===== config.mk =====
export PLATFORM = sky130hd
export DESIGN_NAME = dns_name_label_encoder
export DESIGN_NICKNAME = d
export VERILOG_FILES = /design/src/rtl/dnle_pkg.sv /design/src/rtl/dnle_ram.sv /design/src/rtl/dns_name_label_encoder.sv
export SDC_FILE = /design/constraint.sdc
export NUM_CORES = 1
export LEC_CHECK = 0
export BUFFER_PORTS_ARGS = -buffer_cell sky130_fd_sc_hd__buf_4
export CORE_MARGIN = 5
export CORE_UTILIZATION = 25
export DETAILED_ROUTE_END_ITERATION = 6
export SETUP_SLACK_MARGIN = 0.05
export SYNTH_ARGS = -nofsm -noshare
export SYNTH_HDL_FRONTEND = slang
export SYNTH_HIERARCHICAL = 1
export SYNTH_SLANG_ARGS = --single-unit

===== constraint.sdc =====
create_clock -name clock -period 6.8 [get_ports clock]
set_input_delay 0.68 -clock clock [delete_from_list [all_inputs] [get_ports clock]]
set_output_delay 0.68 -clock clock [all_outputs]
set_load 0.02 [all_outputs]

===== src/rtl/dnle_pkg.sv =====
`default_nettype none

package dnle_pkg;

   // Longest label held; later characters of a label are dropped
   localparam int MAX_LABEL_DEF = 62;

   localparam logic [7:0] DOT_CHAR  = 8'h2E;
   localparam logic [7:0] ROOT_BYTE = 8'h00;

   // Input item modes
   localparam logic MODE_CHAR = 1'b0;
   localparam logic MODE_END  = 1'b1;

   typedef struct packed {
      logic       mode;
      logic [7:0] character;
   } req_type;

   typedef struct packed {
      logic [7:0] wire_byte;
      logic       name_last;
      logic       label_error;
   } rsp_type;

   typedef enum logic [2:0] {
      ST_IDLE,
      ST_LEN,
      ST_RD,
      ST_DATA,
      ST_TERM
   } state_type;

endpackage

`default_nettype wire


===== src/rtl/dnle_ram.sv =====
`default_nettype none

module dnle_ram #(
   parameter int WIDTH = 8,
   parameter int DEPTH = 62
) (
   input  wire logic                                        clock,
   input  wire logic                                        wr_en,
   input  wire logic [((DEPTH > 1) ? $clog2(DEPTH) : 1)-1:0] wr_addr,
   input  wire logic [WIDTH-1:0]                            wr_data,
   input  wire logic                                        rd_en,
   input  wire logic [((DEPTH > 1) ? $clog2(DEPTH) : 1)-1:0] rd_addr,
   output logic      [WIDTH-1:0]                            rd_data
);

   logic [WIDTH-1:0] mem_ff [DEPTH];
   logic [WIDTH-1:0] rd_data_ff;

   // Write port, registered read port
   always_ff @(posedge clock) begin
      if (wr_en) begin
         mem_ff[wr_addr] <= wr_data;
      end
      if (rd_en) begin
         rd_data_ff <= mem_ff[rd_addr];
      end
   end

   assign rd_data = rd_data_ff;

endmodule

`default_nettype wire


===== src/rtl/dns_name_label_encoder.sv =====
`default_nettype none

// Channel   Direction  Handshake            Payload
// req       in         req_valid/req_ready  req_data  (mode, character)
// rsp       out        rsp_valid/rsp_ready  rsp_data  (wire_byte, name_last, label_error)
//
// A name character is taken and written into the label memory; once the label is full
// it is dropped and the label flagged. A dot item holds the input while the label goes
// out: ST_LEN sends the length byte, then, per stored character, ST_RD reads the memory
// and ST_DATA loads the output register. An end-of-name item adds ST_TERM for the
// terminator, and goes straight to ST_TERM when no label is open.
// No item is taken while a label is being sent. Synchronous reset clears the label
// count and state; the label memory is not cleared. A stalled rsp channel holds the
// sequencer.

module dns_name_label_encoder #(
   parameter int MAX_LABEL = dnle_pkg::MAX_LABEL_DEF
) (
   input  wire logic              clock,
   input  wire logic              reset,
   input  wire logic              req_valid,
   output logic                   req_ready,
   input  wire dnle_pkg::req_type req_data,
   output logic                   rsp_valid,
   input  wire logic              rsp_ready,
   output dnle_pkg::rsp_type      rsp_data
);

   import dnle_pkg::*;

   localparam int ADDR_W = (MAX_LABEL > 1) ? $clog2(MAX_LABEL) : 1;
   localparam int CNT_W  = $clog2(MAX_LABEL + 1);
   localparam logic [CNT_W-1:0] CNT_MAX = CNT_W'(MAX_LABEL);

   state_type state_ff, state_in;

   logic [CNT_W-1:0] count_ff, count_in;
   logic [CNT_W-1:0] idx_ff, idx_in;
   logic             ovf_ff, ovf_in;
   logic             term_ff, term_in;
   logic             rsp_valid_ff, rsp_valid_in;
   rsp_type          rsp_data_ff, rsp_data_in;

   logic             req_fire;
   logic             out_free;
   logic             is_dot;
   logic             last_char;
   logic             wr_en;
   logic             rd_en;
   logic [7:0]       rd_data;

   assign req_fire  = req_valid && req_ready;
   assign out_free  = !rsp_valid_ff || rsp_ready;
   assign is_dot    = (req_data.character == DOT_CHAR);
   assign last_char = (idx_ff == (count_ff - CNT_W'(1)));

   // Label memory
   dnle_ram #(
      .WIDTH (8),
      .DEPTH (MAX_LABEL)
   ) u_store (
      .clock   (clock),
      .wr_en   (wr_en),
      .wr_addr (count_ff[ADDR_W-1:0]),
      .wr_data (req_data.character),
      .rd_en   (rd_en),
      .rd_addr (idx_ff[ADDR_W-1:0]),
      .rd_data (rd_data)
   );

   // Next state
   always_comb begin
      state_in = state_ff;
      case (state_ff)
         ST_IDLE: begin
            if (req_fire) begin
               if (req_data.mode == MODE_END) begin
                  state_in = (count_ff != '0) ? ST_LEN : ST_TERM;
               end else if (is_dot) begin
                  state_in = ST_LEN;
               end
            end
         end
         ST_LEN: begin
            if (out_free) begin
               if (count_ff != '0) begin
                  state_in = ST_RD;
               end else begin
                  state_in = term_ff ? ST_TERM : ST_IDLE;
               end
            end
         end
         ST_RD: begin
            state_in = ST_DATA;
         end
         ST_DATA: begin
            if (out_free) begin
               if (last_char) begin
                  state_in = term_ff ? ST_TERM : ST_IDLE;
               end else begin
                  state_in = ST_RD;
               end
            end
         end
         ST_TERM: begin
            if (out_free) begin
               state_in = ST_IDLE;
            end
         end
         default: begin
            state_in = ST_IDLE;
         end
      endcase
   end

   // Outputs and datapath
   always_comb begin
      req_ready    = 1'b0;
      wr_en        = 1'b0;
      rd_en        = 1'b0;
      count_in     = count_ff;
      idx_in       = idx_ff;
      ovf_in       = ovf_ff;
      term_in      = term_ff;
      rsp_valid_in = rsp_valid_ff && !rsp_ready;
      rsp_data_in  = rsp_data_ff;
      case (state_ff)
         ST_IDLE: begin
            req_ready = 1'b1;
            if (req_fire) begin
               if (req_data.mode == MODE_END) begin
                  term_in = 1'b1;
               end else if (is_dot) begin
                  term_in = 1'b0;
               end else if (count_ff < CNT_MAX) begin
                  // hold the character
                  wr_en    = 1'b1;
                  count_in = count_ff + CNT_W'(1);
               end else begin
                  // drop the character, flag the label
                  ovf_in = 1'b1;
               end
            end
         end
         ST_LEN: begin
            if (out_free) begin
               rsp_valid_in            = 1'b1;
               rsp_data_in.wire_byte   = 8'(count_ff);
               rsp_data_in.name_last   = 1'b0;
               rsp_data_in.label_error = ovf_ff || (count_ff == '0);
               idx_in                  = '0;
               if (count_ff == '0) begin
                  ovf_in = 1'b0;
               end
            end
         end
         ST_RD: begin
            rd_en = 1'b1;
         end
         ST_DATA: begin
            if (out_free) begin
               rsp_valid_in            = 1'b1;
               rsp_data_in.wire_byte   = rd_data;
               rsp_data_in.name_last   = 1'b0;
               rsp_data_in.label_error = 1'b0;
               if (last_char) begin
                  // label sent, clear it
                  count_in = '0;
                  ovf_in   = 1'b0;
               end else begin
                  idx_in = idx_ff + CNT_W'(1);
               end
            end
         end
         ST_TERM: begin
            if (out_free) begin
               rsp_valid_in            = 1'b1;
               rsp_data_in.wire_byte   = ROOT_BYTE;
               rsp_data_in.name_last   = 1'b1;
               rsp_data_in.label_error = 1'b0;
            end
         end
         default: begin
            rsp_valid_in = rsp_valid_ff && !rsp_ready;
         end
      endcase
   end

   // Control registers
   always_ff @(posedge clock) begin
      if (reset) begin
         state_ff     <= ST_IDLE;
         count_ff     <= '0;
         idx_ff       <= '0;
         ovf_ff       <= 1'b0;
         term_ff      <= 1'b0;
         rsp_valid_ff <= 1'b0;
      end else begin
         state_ff     <= state_in;
         count_ff     <= count_in;
         idx_ff       <= idx_in;
         ovf_ff       <= ovf_in;
         term_ff      <= term_in;
         rsp_valid_ff <= rsp_valid_in;
      end
   end

   // Output payload register
   always_ff @(posedge clock) begin
      rsp_data_ff <= rsp_data_in;
   end

   assign rsp_valid = rsp_valid_ff;
   assign rsp_data  = rsp_data_ff;

endmodule

`default_nettype wire


==> flow_summary.toml <==
[placed_design]
pre_cts_ws_ns = 2.350
place_inst = 2237
gp_congestion = 0.8248
dp_hpwl_um = 31320
port_buffers = 24

[floorplanning]
start_util = 0.2507
die_w_um = 301.7
dieArea_um2 = 91040
core-area_um2 = 84880
ioPinCount = 25
die_h_um = 301.7
fp-row-count = 107

[grt]
grt_pass1_vias = 10600
overflow = 0
antenna_found_initial = 1
grt_pass1_wl_um = 74170
grt_usage = 0.1090
grt_max_degree = 77

[synth]
synth.distinct_cells = 62
synth_edf_count = 514
syn_avg_cell_area_um2 = 19.06
seq_area_frac_synth = 0.7424
synth_nets = 1133
synthArstFlopShare = 0
netlist.area_leader.share = 0.7255
synthCells = 1116
ys_warn_count = 6
yosys.area.top_type = "edfxtp_1"
synth_ff_type = "edfxtp_1"
ys_ff_latch = 532
synth.cell_area_um2 = 21280
synth_area_leaders = "edfxtp_1, mux4_2, mux2i_1"

[timing]
fmax_mhz = 245.3
setup_tns_ns = 0
finalSetupViolCount = 0
worstMarginPinSlew_ns = 1.233
period_share = 0.5996
slew_viol_final = 0
setup_ws_ns = 2.723
timing.final.crit_period_ns = 4.077
hold_violations = 0
fin_worst_skew_ns = 0.02067
slew_headroom = 0.1714
grt_setup_unrepaired = "false"

[worst_setup_path]
regToRegSetupSlack_ns = 2.79
cp.arrival_ns = 4.29
ff2ff_path_depth = 5
critical_path.max_stage_delay_ns = 0.95
cp_data_required_time_ns = 7.02
critPathMaxFanout = 63
cp-start-kind = "input port"
crit_path_end_kind = "flop"
crit_chain = "buf_4 -> and4b_1 -> a21oi_1 -> nand3_1 -> nor2b_1 -> nand4_1 -> nor2_1"
rr_endpoint = "u_store/mem_ff[23][3]"
crit_type = "in -> reg"
slowest_stage = "nor2_1"
crit-reg2reg-launch = "state_ff[1]"

[clock_network]
cts_buffer_depth = 3
numCtsBuffers = 52
tritoncts = "built"
holdBufCountCts = 0
clk_latency_ns = 0.60
clkTransAtPathRegs_ns = 0.06
postCtsResizedCells = 0
clkSinkCount = 532
htreeDepth = 2
root_buffer = "clkbuf_16"
post-cts-setup-buffer-count = 0

[run]
max-cap-violations = 0

[hold_path]
hold_start = "reset"
hold-path-cell-count = 2
min_to = "idx_ff[1]"
hp-class = "in -> reg"

[drt]
topRoutingLayerUsed = "met5"
via_count = 10890
wl_per_cell_um = 21.81
firstDrtPassIters = 5
viasPerCell = 4.674
drc_errors = 0
met3WireLength_um = 5093
drt-initial-drc-count = 1029
wirelength_um = 50820
wl_met2_um = 21980
detail-route-antenna-nets = 0
wl_met1_um = 22330

[cells_and_area]
drive_above_1_share = 0.2184
area.sequential_um2 = 15800
areaGrowthSynthToFinish_pct = 15.03
stdcell_count = 2330
diodes = 0
fin_nets = 1164
num-fill-cells = 8325
multi_input_area_um2 = 5131

[status]
status = "finished clean"

[pwr]
ir_drop_mv = 0.1496
p_leak_nw = 7.238
power_density_nw_per_um2 = 277.2
[layer usage]
layer,up-vias,GRT usage
met2,473,0.1579
met5,-,0
li1,4649,-
met3,76,0.03484
met1,5690,0.1566
met4,2,0.03358
[stage by stage]
stage | total power [mW] | util | hold WS [ns] | cell area [µm²]
3_5_place_dp | 3.921 | 0.2676 | 0.5004 | 22720
4_1_cts | 6.854 | 0.2883 | 0.3170 | 24470
5_1_grt | 7.015 | 0.2883 | 0.3333 | 24470
3_3_place_gp | 3.917 | 0.2676 | 0.5023 | 22720
2_1_floorplan | 3.810 | - | 0.4664 | 21280
6_report | 6.784 | 0.2883 | 0.3508 | 24470
[report_power, final]
| part | switching, mW | internal [mW] | total [mW] | leakage [nW] |
|---|---|---|---|---|
| Combinational | 0.151 | 0.0824 | 0.233 | 1.60 |
| Sequential | 0.0125 | 3.60 | 3.61 | 4.77 |
| Clock | 1.22 | 1.71 | 2.94 | 0.862 |
[sequential cells by signal (all words and copies together) (netlist names)]
register / cells
idx_ff: 6
term_ff: 1
count_ff: 6
u_store/rd_data: 8
ovf_ff: 1
rsp_valid: 1
u_store/mem_ff: 496
state_ff: 3
rsp_data: 10
[layout make-up]
cell class / count / area share
Clock buffer: 56 / 0.05379
Clock inverter: 37 / 0.01795
Inverter: 8 / 0.001227
Multi-Input combinational cell: 512 / 0.2097
Sequential cell: 532 / 0.6458
Tap cell: 1144 / 0.05849
Timing Repair Buffer: 41 / 0.01309
[worst max-delay path: cells and delay by family]
kind            cells  cell delay, ns
compound gates      1            0.31
buf+inv             1            0.33
simple gates        5            2.92
[cells by family (layout without fill, tap and decap cells)]
family	Yosys count	in the layout	share of synthesized area
adder cells (fa/ha/maj)	4	4	0.002352
flip-flops	532	532	0.7424
XOR/XNOR	7	7	0.002882
AO/OA/AOI/OAI	111	111	0.03734
buffers and inverters	72	142	0.01641
multiplexers	167	167	0.1462
AND/OR/NAND/NOR	223	223	0.05240
[how the worst max path moves through the flow]
stage          cells after the start               endpoint        start
2_1_floorplan                      7  u_store/mem_ff[29][0]  state_ff[0]
3_3_place_gp                       7  u_store/mem_ff[23][7]  req_data[2]
3_5_place_dp                       7  u_store/mem_ff[23][7]  req_data[2]
4_1_cts                            7  u_store/mem_ff[23][0]  req_data[2]
5_1_grt                            7  u_store/mem_ff[47][1]  req_data[2]
6_report                           7  u_store/mem_ff[23][3]  req_data[2]
[layout by cell type (no fill, tap or decap), types with 5 or more instances in the layout]
master     netlist  routed
a21oi_1         13      13
a221oi_1        10      10
a22o_1           6       6
a22oi_1          5       5
a31oi_1          9       9
and2_1           6       6
and3_1          13      13
buf_4           10      40
bufinv_16        0       8
clkbuf_16        0      52
clkinv_1         1      10
clkinv_2         0      11
clkinv_4         0       5
dfxtp_1         18      15
edfxtp_1       514     514
inv_1            7       7
mux2_2          10      10
mux2i_1         43      43
mux4_2         114     114
nand2_1         30      30
nand2b_1         8       8
nand3_1         14      14
nand3b_1         5       5
nand4_1          8       8
nor2_1          84      84
nor2b_1         15      15
nor3_1          11      11
o21ai_0         22      22
o22ai_1         10      10
or3_1            9       9
xnor2_1          7       7
[cells in the mapped netlist (3+ instances only)]
cell and instances:
o221ai_1 4, edfxtp_1 514, buf_4 10, mux2i_1 43
buf_2 9, nand3_1 14, o22ai_1 10, a211oi_1 3
buf_1 7, nand2b_1 8, xnor2_1 7, a22oi_1 5
a2111oi_0 4, ha_1 4, a21oi_1 13, clkbuf_1 34
nor2b_1 15, and2_1 6, buf_6 4, or4_1 4
nor3_1 11, mux2_2 10, o21ai_0 22, nand2_1 30
nand3b_1 5, o31ai_1 4, inv_1 7, a31oi_1 9
and3_1 13, dfxtp_1 18, nand4_1 8, mux4_2 114
or3b_2 3, or3_1 9, a221oi_1 10, a22o_1 6
nor4_1 4, nor2_1 84, or2_2 3
No activity file was read; power rests on OpenSTA's default activity.
